$ cat src/lobm_pkg.sv
// -----------------------------------------------------------------------------
// Limit order book matcher package
// Shared payload types, codes and controller types for the order book.
// -----------------------------------------------------------------------------
package lobm_pkg;

   localparam int MAX_RESULTS = 64;
   localparam int NFILL_W     = $clog2(MAX_RESULTS + 1);
   localparam int FILL_AW     = $clog2(MAX_RESULTS);

   localparam logic [1:0] OP_PLACE  = 2'd0;
   localparam logic [1:0] OP_MARKET = 2'd1;
   localparam logic [1:0] OP_CANCEL = 2'd2;

   localparam logic [1:0] KIND_ACK      = 2'd0;
   localparam logic [1:0] KIND_FILL     = 2'd1;
   localparam logic [1:0] KIND_MKT_NONE = 2'd2;
   localparam logic [1:0] KIND_REJECT   = 2'd3;

   localparam logic [1:0] ERR_NONE      = 2'd0;
   localparam logic [1:0] ERR_NOT_FOUND = 2'd1;
   localparam logic [1:0] ERR_DUPLICATE = 2'd2;
   localparam logic [1:0] ERR_FULL      = 2'd3;

   typedef struct packed {
      logic [1:0]  operation;
      logic [31:0] order_id;
      logic        side;
      logic [31:0] price;
      logic [31:0] size;
   } req_type;

   typedef struct packed {
      logic [1:0]  kind;
      logic [1:0]  error_code;
      logic [31:0] resting_order_id;
      logic        resting_side;
      logic [31:0] fill_size;
      logic [31:0] fill_price;
      logic [31:0] unfilled_size;
      logic        last;
      logic [47:0] ask_volume;
      logic [47:0] bid_volume;
   } rsp_type;

   typedef struct packed {
      logic [31:0] id;
      logic        side;
      logic [31:0] fill;
      logic [31:0] price;
      logic [31:0] unfilled;
   } fill_rec_type;

   typedef struct packed {
      logic accept;
      logic scan_start;
      logic scan_step;
      logic clear_step;
      logic decide;
      logic load_single;
      logic fill_read;
      logic load_fill;
   } cmd_type;

   typedef struct packed {
      logic scan_last;
      logic out_free;
      logic mkt_rescan;
      logic emit_fills;
      logic fill_last;
   } sts_type;

   typedef enum logic [2:0] {
      ST_CLEAR,
      ST_IDLE,
      ST_SCAN,
      ST_SCAN_END,
      ST_DECIDE,
      ST_SINGLE,
      ST_FILL_RD,
      ST_FILL_OUT
   } state_type;

endpackage

$ cat src/lobm_ctrl.sv
// -----------------------------------------------------------------------------
// Limit order book controller
// Sequences table clearing, scans, decisions and result delivery.
// -----------------------------------------------------------------------------
module lobm_ctrl import lobm_pkg::*; (
   input  logic    clock,
   input  logic    reset,
   input  logic    req_valid,
   output logic    req_stall,
   input  sts_type sts,
   output cmd_type cmd
);

   state_type state_ff;
   state_type state_in;

   always_ff @(posedge clock) begin
      if (reset) begin
         state_ff <= ST_CLEAR;
      end else begin
         state_ff <= state_in;
      end
   end

   always_comb begin
      state_in = state_ff;
      unique case (state_ff)
         ST_CLEAR: begin
            if (sts.scan_last) state_in = ST_IDLE;
         end
         ST_IDLE: begin
            if (req_valid) state_in = ST_SCAN;
         end
         ST_SCAN: begin
            if (sts.scan_last) state_in = ST_SCAN_END;
         end
         ST_SCAN_END: begin
            state_in = ST_DECIDE;
         end
         ST_DECIDE: begin
            priority if (sts.mkt_rescan) state_in = ST_SCAN;
            else if (sts.emit_fills) state_in = ST_FILL_RD;
            else state_in = ST_SINGLE;
         end
         ST_SINGLE: begin
            if (sts.out_free) state_in = ST_IDLE;
         end
         ST_FILL_RD: begin
            state_in = ST_FILL_OUT;
         end
         ST_FILL_OUT: begin
            if (sts.out_free) state_in = sts.fill_last ? ST_IDLE : ST_FILL_RD;
         end
         default: begin
            state_in = ST_CLEAR;
         end
      endcase
   end

   always_comb begin
      cmd       = '0;
      req_stall = 1'b1;
      unique case (state_ff)
         ST_CLEAR: begin
            cmd.clear_step = 1'b1;
         end
         ST_IDLE: begin
            req_stall      = 1'b0;
            cmd.accept     = req_valid;
            cmd.scan_start = req_valid;
         end
         ST_SCAN: begin
            cmd.scan_step = 1'b1;
         end
         ST_SCAN_END: begin
            cmd = '0;
         end
         ST_DECIDE: begin
            cmd.decide     = 1'b1;
            cmd.scan_start = sts.mkt_rescan;
         end
         ST_SINGLE: begin
            cmd.load_single = sts.out_free;
         end
         ST_FILL_RD: begin
            cmd.fill_read = 1'b1;
         end
         ST_FILL_OUT: begin
            cmd.load_fill = sts.out_free;
         end
         default: begin
            cmd = '0;
         end
      endcase
   end

endmodule

$ cat config.mk
export PLATFORM = sky130hd
export DESIGN_NAME = lobm_ctrl
export DESIGN_NICKNAME = d
export VERILOG_FILES = /design/src/lobm_pkg.sv /design/src/lobm_ctrl.sv
export SDC_FILE = /design/constraint.sdc
export NUM_CORES = 1
export LEC_CHECK = 0
export BUFFER_PORTS_ARGS = -buffer_cell sky130_fd_sc_hd__buf_2
export CAP_MARGIN = 40
export CORE_AREA = 2 2 39 41
export DETAILED_ROUTE_END_ITERATION = 10
export DIE_AREA = 0 0 41 43
export MAX_ROUTING_LAYER = met4
export PLACE_DENSITY = 0.55
export RECOVER_POWER = 25
export SYNTH_ARGS = -nofsm -noshare
export SYNTH_HDL_FRONTEND = slang
export SYNTH_SLANG_ARGS = --single-unit
export TNS_END_PERCENT = 20
$ cat constraint.sdc
create_clock -name clock -period 1.5 [get_ports clock]
set_clock_uncertainty 0.15 [all_clocks]
set_input_delay 0.075 -clock clock [delete_from_list [all_inputs] [get_ports clock]]
set_output_delay 0.075 -clock clock [all_outputs]
set_load 0.01 [all_outputs]
==> impl_metrics.toml, run 1 <==
[status]
status = "finished clean"

[hold_path]
holdPathEnd = "state_ff[2]$_SDFFE_PP0P_"
hold_start = "sts[3]"
hp-class = "in -> reg"
hold_depth = 3

[setup_path]
r2r_slack_ps = 120
path_cells = "or3b_4 -> o22ai_1 -> buf_2"
crit_fanout = 4
critical_path_class = "reg -> out"
setup.worst_path.start = "state_ff[1]$_SDFFE_PP0P_"
crit_arrival_ps = 1270
slowest_stage = "or3b_4"
reg2reg_from = "state_ff[2]$_SDFFE_PP0P_"
r2r-end = "state_ff[2]$_SDFFE_PP0P_"
crit_path_start_kind = "flop"
cp.required_ps = 1270
max_stage_delay_ps = 400
reg2reg_depth = 5
endpoint_kind = "primary output"

[floorplanning]
start_util_pct = 20.52
core.rowCount = 14
io_pins = 17
dieArea_um2 = 1763
die_y_um = 43
core_um2 = 1384
die_w_um = 41

[power]
p_leak_nw = 0.2248
finalPower_w = 0.0003556
vdd_ir_drop_max_mv = 0.3674
p_per_area_nw_per_um2 = 751.9

[run]
drv_cap = 0

[layout]
top_regs = "state_ff: 3 flops"
area_delta_synth_final_pct = 66.52
final_layout_size_suffix_gt1_share_pct = 47.06
fin_nets = 77
diodes = 0
fill_cells = 155
fin_area_um2 = 473.0
max_flop_register = "state_ff"
largest_register_ffs = 3

[cts]
clock-sinks = 3
clock-root-buffer = "clkbuf_4"
clkSlewWorstSetupHoldPaths_ps = 40
numCtsBuffers = 3
ctsLongestPathBuffers = 2
htreeDepth = 1
clkLatencyLatePin_ps = 240
cts_tree = "yes"

[synth]
synthCells = 42
syn_area_per_cell_um2 = 6.762
ys_seq_elements = 3
ys_types = 23
synth_commonest_cells = "nor2_1, nand2_1, nor3_1"
synth.most_common_cell = "nor2_1"
ys.flop_type = "dfxtp_1"
netlist_area_um2 = 284.0
yosysWarnings = 0
yosysTopAreaCell = "dfxtp_1"
synth-edff-count = 0
syn_nets = 50
ys_seq_area_share_pct = 21.15
synth_top_area_share_pct = 21.15
yosys-top-cells-area = "dfxtp_1, nor2_1, nor3_1"
async_flop_share_pct = 0

[placed_design]
gp_congestion = 0.7945
hpwl_um = 616
placed_cell_area_um2 = 396.6
port-buffer-count = 16

[detailed_routing]
routed_wl_um = 838
drc_errors = 0
vias = 383
via_per_inst = 4.560
first_pass_iters = 3
drt_iter0_markers = 4
avgRoutedWirePerCell_um = 9.976
antenna_left = 0

[timing]
slew-limit-headroom_pct = 83.68
hold_viol = 0
finalCritPeriodShare_pct = 99.56
slew_violations = 0
fin_crit_ps = 1493
worstMarginPinSlew_ps = 243.3
max_freq_mhz = 669.6
setup_viol = 0
rsz0062_at_grt = "yes"

[global_route]
grt_max_degree = 9
grt_pass1_wl_um = 1421
grt.overflow.total = 0
antenna_found_initial = 0
grtUsageTotal_pct = 11.51
grt_pass1_vias = 361
-- routing by layer --
layer,share of wire (%),global-route usage [%]
met3,4.9,1.571
met4,1.6,4.000
met1,46,14.74
met5,0,-
met2,48,17.81
-- critical path, delay by kind of cell, from the launching register on --
family	cells	cell delay [ps]
and+or+nand+nor	1	400
DFF	1	330
AOI/OAI and AO/OA	1	140
buffers and inverters	1	150
-- what timing repair did --
action,4_1_cts,5_1_grt
hold buffers,1,0
pin swaps,1,1
setup endpoints to repair,2,3
endpoints found under the hold margin,3,0
setup buffers,4,0
gates resized for setup,6,0
-- final cells by class --
type / count / area (um2) / share of cell area (%)
Timing Repair Buffer: 25 / 148.9 / 31.48
Sequential cell: 3 / 71.32 / 15.08
Multi-Input combinational cell: 34 / 198.9 / 42.06
Inverter: 2 / 7.507 / 1.587
Tap cell: 16 / 20.02 / 4.233
Clock buffer: 4 / 26.28 / 5.556
-- how the worst max path moves through the flow --
stage / endpoint / slack (ps)
after floorplan: cmd[6] / 240
after global placement: state_ff[2]$_SDFFE_PP0P_ / 80
after detailed placement: cmd[6] / 130
after CTS: cmd[6] / 10
after global routing: cmd[6] / -30
final: cmd[6] / 7
-- where the power goes --
| part | internal [W] | switching, W | leakage, nW | total (W) |
|---|---|---|---|---|
| Clock | 0.000100 | 0.0000465 | 0.0150 | 0.000146 |
| Combinational | 0.0000618 | 0.0000597 | 0.183 | 0.000121 |
| Sequential | 0.0000836 | 0.00000408 | 0.0267 | 0.0000877 |
-- per-stage QoR --
stage | hold WS, ps | util (%) | worst slack, ps | setup TNS, ps | instances
2_1_floorplan | -5.934 | - | 243.3 | 0 | 42
3_3_place_gp | 124.0 | 28.66 | 80.89 | 0 | 75
3_5_place_dp | 124.7 | 28.66 | 130.2 | 0 | 75
4_1_cts | 1.158 | 34.27 | 10.11 | 0 | 84
5_1_grt | 30.18 | 34.18 | -33.42 | -38.10 | 84
6_report | 1.727 | 34.18 | 6.560 | 0 | 84
-- kinds of logic (layout without fill, tap and decap cells) --
group                  count (synthesis)  after routing  share of synthesized area (%)
and+or+nand+nor                       20             20                          34.80
AOI/OAI and AO/OA                     14             14                          35.24
DFF                                    3              3                          21.15
buffers and inverters                  5             31                          8.813
-- cells in the final DEF, fill, tap and decap left out, drive strengths merged --
cell type,n
nor3,4
and2,1
nand2b,1
dfxtp,3
a21oi,3
nand3,2
a211oi,1
o21bai,1
o31ai,1
dlygate4sd3,1
o211a,1
nand3b,1
or3b,1
clkbuf,5
o2111ai,1
o22ai,2
inv,2
nor2,6
a31oi,1
buf,23
nand2,4
o21ai,3
No activity file was read; power rests on OpenSTA's default activity.
==> run 2, diff against run 1 <==
--- a/config.mk
+++ b/config.mk
@@ -13,6 +13,7 @@
 export MAX_ROUTING_LAYER = met4
 export PLACE_DENSITY = 0.55
 export RECOVER_POWER = 25
+export SETUP_SLACK_MARGIN = 0.05
 export SYNTH_ARGS = -nofsm -noshare
 export SYNTH_HDL_FRONTEND = slang
 export SYNTH_SLANG_ARGS = --single-unit
==> impl_metrics.toml, run 2 (same netlist as run 1, synthesis figures left out) <==
[status]
status = "finished clean"

[layout]
top_regs = "state_ff: 3 flops"
final_layout_size_suffix_gt1_share_pct = 48.53
largest_register_ffs = 3
final_cells = 84
register_area_um2 = 71.32
diodes = 0
fin_area_um2 = 478.0
mostFrequentLayoutCells = "buf_2, buf_4, nor2_1"
fin_util_pct = 34.54
max_flop_register = "state_ff"
area_delta_synth_final_pct = 68.28
fin_nets = 77
multiInputGateArea_um2 = 203.9
mostFrequentLayoutCell = "buf_2"
fill_cells = 154

[setup_path]
r2r_slack_ps = 120
reg2reg_from = "state_ff[2]$_SDFFE_PP0P_"
r2r-end = "state_ff[2]$_SDFFE_PP0P_"
cp.required_ps = 1270
setup.worst_path.start = "state_ff[1]$_SDFFE_PP0P_"
crit_fanout = 4
critical_path_class = "reg -> out"
endpoint_kind = "primary output"
critPathCapture = "cmd[6]"
reg2reg_depth = 5
crit_arrival_ps = 1270
crit_path_start_kind = "flop"

[power]
p_per_area_nw_per_um2 = 746.1
vdd_ir_drop_max_mv = 0.3675
p_leak_nw = 0.2248

[cts]
clock-sinks = 3
numCtsBuffers = 3
clkLatencyLatePin_ps = 240
clkSlewWorstSetupHoldPaths_ps = 40
clock-root-buffer = "clkbuf_4"
htreeDepth = 1
ctsLongestPathBuffers = 2
cts_tree = "yes"

[floorplanning]
start_util_pct = 20.52
dieArea_um2 = 1763
die_w_um = 41
core.rowCount = 14
die_y_um = 43
core_um2 = 1384
io_pins = 17

[detailed_routing]
vias = 385
via_per_inst = 4.583
avgRoutedWirePerCell_um = 9.988
drt_iter0_markers = 7
first_pass_iters = 3
antenna_left = 0
routed_wl_um = 839
drc_errors = 0

[global_route]
grtUsageTotal_pct = 11.51
grt_pass1_wl_um = 1421
grt_max_degree = 9
antenna_found_initial = 0
grt.overflow.total = 0
grt_pass1_vias = 361

[timing]
fin_crit_ps = 1493
setup_viol = 0
finalCritPeriodShare_pct = 99.56
worstMarginPinSlew_ps = 243.3
rsz0062_at_grt = "yes"
slew-limit-headroom_pct = 83.68
max_freq_mhz = 669.6
hold_viol = 0
slew_violations = 0

[placed_design]
hpwl_um = 616
placed_cells = 75
gp_congestion = 0.7945
port-buffer-count = 16
placed_cell_area_um2 = 396.6

[run]
drv_cap = 0

[hold_path]
hp-class = "in -> reg"
## run 2: cell counts in the layout (fill, tap and decap cells not counted)
No cell type changed its count.
## run 2: layout make-up
type | count | share of cell area (%)
flip-flops and latches | 3 | 14.92
inverters | 2 | 1.571
multi-input cells | 34 | 42.67
repair buffers | 25 | 31.15
well taps | 16 | 4.188
clock buffers | 4 | 5.497
## run 2: worst min-delay path by stage
stage / start / endpoint / slack (ps) / cells after the start
final: sts[4] / state_ff[1]$_SDFFE_PP0P_ / 9 / 4
after CTS: sts[3] / state_ff[2]$_SDFFE_PP0P_ / 1 / 3
after floorplan: reset / state_ff[1]$_SDFFE_PP0P_ / -6 / 1
after global placement: reset / state_ff[1]$_SDFFE_PP0P_ / 120 / 2
after global routing: sts[4] / state_ff[1]$_SDFFE_PP0P_ / 30 / 4
after detailed placement: reset / state_ff[2]$_SDFFE_PP0P_ / 120 / 2
## run 2: per-layer routing
| metal | part of all wire, % | vias up | global-route usage [%] |
|---|---|---|---|
| met4 | 1.5 | 0 | 4.000 |
| met2 | 47 | 13 | 17.81 |
| met5 | 0 | - | - |
| met1 | 46 | 165 | 14.74 |
| li1 | - | 205 | - |
| met3 | 4.9 | 2 | 1.571 |
## run 2: critical path: stages, from the launching register on
cell     delay (ps)
dfxtp_4         330
or3b_4          400
o22ai_1         140
buf_2           150
## run 2: timing repair
| item | CTS | global route |
|---|---|---|
| setup endpoints to repair | 5 | 4 |
| endpoints found under the hold margin | 3 | 0 |
| hold buffers | 1 | 0 |
| pin swaps | 1 | 2 |
| setup buffers | 4 | 0 |
| resized for setup | 6 | 1 |
## run 2: stage by stage
stage | TNS [ps] | worst slack [ps] | total power [W] | hold WS (ps)
6_report | 0 | 6.554 | 0.0003566 | 8.890
5_1_grt | -38.10 | -33.42 | 0.0003816 | 30.81
4_1_cts | 0 | 10.11 | 0.0003567 | 1.158
3_5_place_dp | 0 | 130.2 | 0.0001991 | 124.7
3_3_place_gp | 0 | 80.89 | 0.0001982 | 124.0
2_1_floorplan | 0 | 243.3 | 0.0001569 | -5.934
## run 2: power breakdown
group          internal (W)  switching [W]  leakage, nW
sequential        0.0000836     0.00000408       0.0267
combinational     0.0000620      0.0000605        0.183
clock              0.000100      0.0000465       0.0150
total              0.000246       0.000111        0.225
==> run 3, diff against run 2 <==
--- a/config.mk
+++ b/config.mk
@@ -5,7 +5,7 @@
 export SDC_FILE = /design/constraint.sdc
 export NUM_CORES = 1
 export LEC_CHECK = 0
-export BUFFER_PORTS_ARGS = -buffer_cell sky130_fd_sc_hd__buf_2
+export BUFFER_PORTS_ARGS = -buffer_cell sky130_fd_sc_hd__clkbuf_2
 export CAP_MARGIN = 40
 export CORE_AREA = 2 2 39 41
 export DETAILED_ROUTE_END_ITERATION = 10
==> constraint.sdc (replaced) <==
create_clock -name clock -period 1.4 [get_ports clock]
set_clock_uncertainty 0.15 [all_clocks]
set_input_delay 0.07 -clock clock [delete_from_list [all_inputs] [get_ports clock]]
set_output_delay 0.07 -clock clock [all_outputs]
set_load 0.01 [all_outputs]
==> impl_metrics.toml, run 3 (same netlist as run 1, synthesis figures left out) <==
[global_route]
grtUsageTotal_pct = 12.01
grt_max_degree = 7
grt_pass1_wl_um = 1400
grt_pass1_vias = 351
grt.overflow.total = 0
antenna_found_initial = 0

[status]
violations = "setup timing"
status = "finished with violations"

[layout]
fin_nets = 78
fin_area_um2 = 513.0
max_flop_register = "state_ff"
final_layout_size_suffix_gt1_share_pct = 55.07
final_cells = 85
top_regs = "state_ff: 3 flops"
largest_register_ffs = 3
diodes = 0
fill_cells = 144
register_area_um2 = 68.82
mostFrequentLayoutCells = "clkbuf_2, buf_2, buf_4"
mostFrequentLayoutCell = "clkbuf_2"
area_delta_synth_final_pct = 80.62
multiInputGateArea_um2 = 222.7

[detailed_routing]
vias = 391
drt_iter0_markers = 5
highest_layer = "met3"
drc_errors = 0
first_pass_iters = 2
antenna_left = 0
drt-met1-wl_um = 388
avgRoutedWirePerCell_um = 10.74
met2_length_um = 478
via_per_inst = 4.600
routed_wl_um = 913
route.met3.wl_um = 46

[timing]
fin_crit_ps = 1489
worstMarginPinSlew_ps = 265.1
slew_violations = 0
rsz0062_at_grt = "yes"
setup_viol = 2
finalCritPeriodShare_pct = 106.4
slew-limit-headroom_pct = 82.22
final.setup.worst_slack_ps = -89.36
fin_tns_setup_ps = -110.6
max_freq_mhz = 671.4
hold_viol = 0

[cts]
cts_tree = "yes"
htreeDepth = 1
clkLatencyLatePin_ps = 230
numCtsBuffers = 3
clock-root-buffer = "clkbuf_4"
clock-sinks = 3
ctsLongestPathBuffers = 2
clkSlewWorstSetupHoldPaths_ps = 40

[setup_path]
crit_fanout = 5
crit_path_start_kind = "flop"
crit_arrival_ps = 1270
endpoint_kind = "primary output"
cp.required_ps = 1180
critical_path_class = "reg -> out"

[power]
p_leak_nw = 0.2393
p_per_area_nw_per_um2 = 770.9
vdd_ir_drop_max_mv = 0.2630

[floorplanning]
die_w_um = 41
start_util_pct = 20.52
core.rowCount = 14
dieArea_um2 = 1763
die_y_um = 43
core_um2 = 1384
io_pins = 17

[hold_path]
hp-class = "in -> reg"

[placed_design]
placed_cells = 76
gp_congestion = 0.8081
placed_cell_area_um2 = 404.1
port-buffer-count = 16
hpwl_um = 595.9

[run]
drv_cap = 0
-- run 3: cell type report --
type,count,share of cell area [%]
Multi-Input combinational cell,34,43.41
Inverter,2,2.195
Timing Repair Buffer,26,31.95
Sequential cell,3,13.41
Clock buffer,4,5.122
Tap cell,16,3.902
-- run 3: worst paths after layout --
kind                            slack, ps                       end                startpoint  cells after the start
worst max register to register         30  state_ff[1]$_SDFFE_PP0P_  state_ff[2]$_SDFFE_PP0P_                      5
worst min register to register        460  state_ff[1]$_SDFFE_PP0P_  state_ff[1]$_SDFFE_PP0P_                      3
worst max-delay path                  -90                    cmd[6]  state_ff[2]$_SDFFE_PP0P_                      3
worst min-delay path                   20  state_ff[1]$_SDFFE_PP0P_                    sts[4]                      4
-- run 3: routing by layer --
layer	global-route usage (%)	vias up
li1	-	206
met1	13.10	174
met2	20.00	11
met3	3.141	0
met4	4.000	0
met5	-	-
-- run 3: power by group --
| part | total (W) | switching (W) | internal, W |
|---|---|---|---|
| Clock | 0.000151 | 0.0000443 | 0.000107 |
| Combinational | 0.000149 | 0.0000719 | 0.0000773 |
| Sequential | 0.0000950 | 0.00000387 | 0.0000912 |
| Total | 0.000395 | 0.000120 | 0.000275 |
-- run 3: critical path: stages (launching register included) --
cell and delay (ps):
dfxtp_2 330, or3b_4 420, o22ai_2 140, buf_2 140
-- run 3: through the flow --
step / hold WS (ps) / total power, W / utilization (%) / worst slack (ps)
after floorplan: -10.93 / 0.0001681 / - / 148.3
after global placement: 119.8 / 0.0002128 / 29.20 / -13.56
after detailed placement: 120.7 / 0.0002128 / 29.20 / 17.87
after CTS: 1.590 / 0.0003933 / 36.08 / -112.7
after global routing: 33.24 / 0.0004173 / 37.07 / -141.3
final: 16.84 / 0.0003955 / 37.07 / -89.36
-- run 3: repair_timing --
item / 4_1_cts / 5_1_grt
resized for setup: 8 / 12
hold buffers: 1 / 0
setup endpoints to repair: 7 / 12
endpoints found under the hold margin: 3 / 0
setup buffers: 4 / 0
pin swaps: 6 / 4
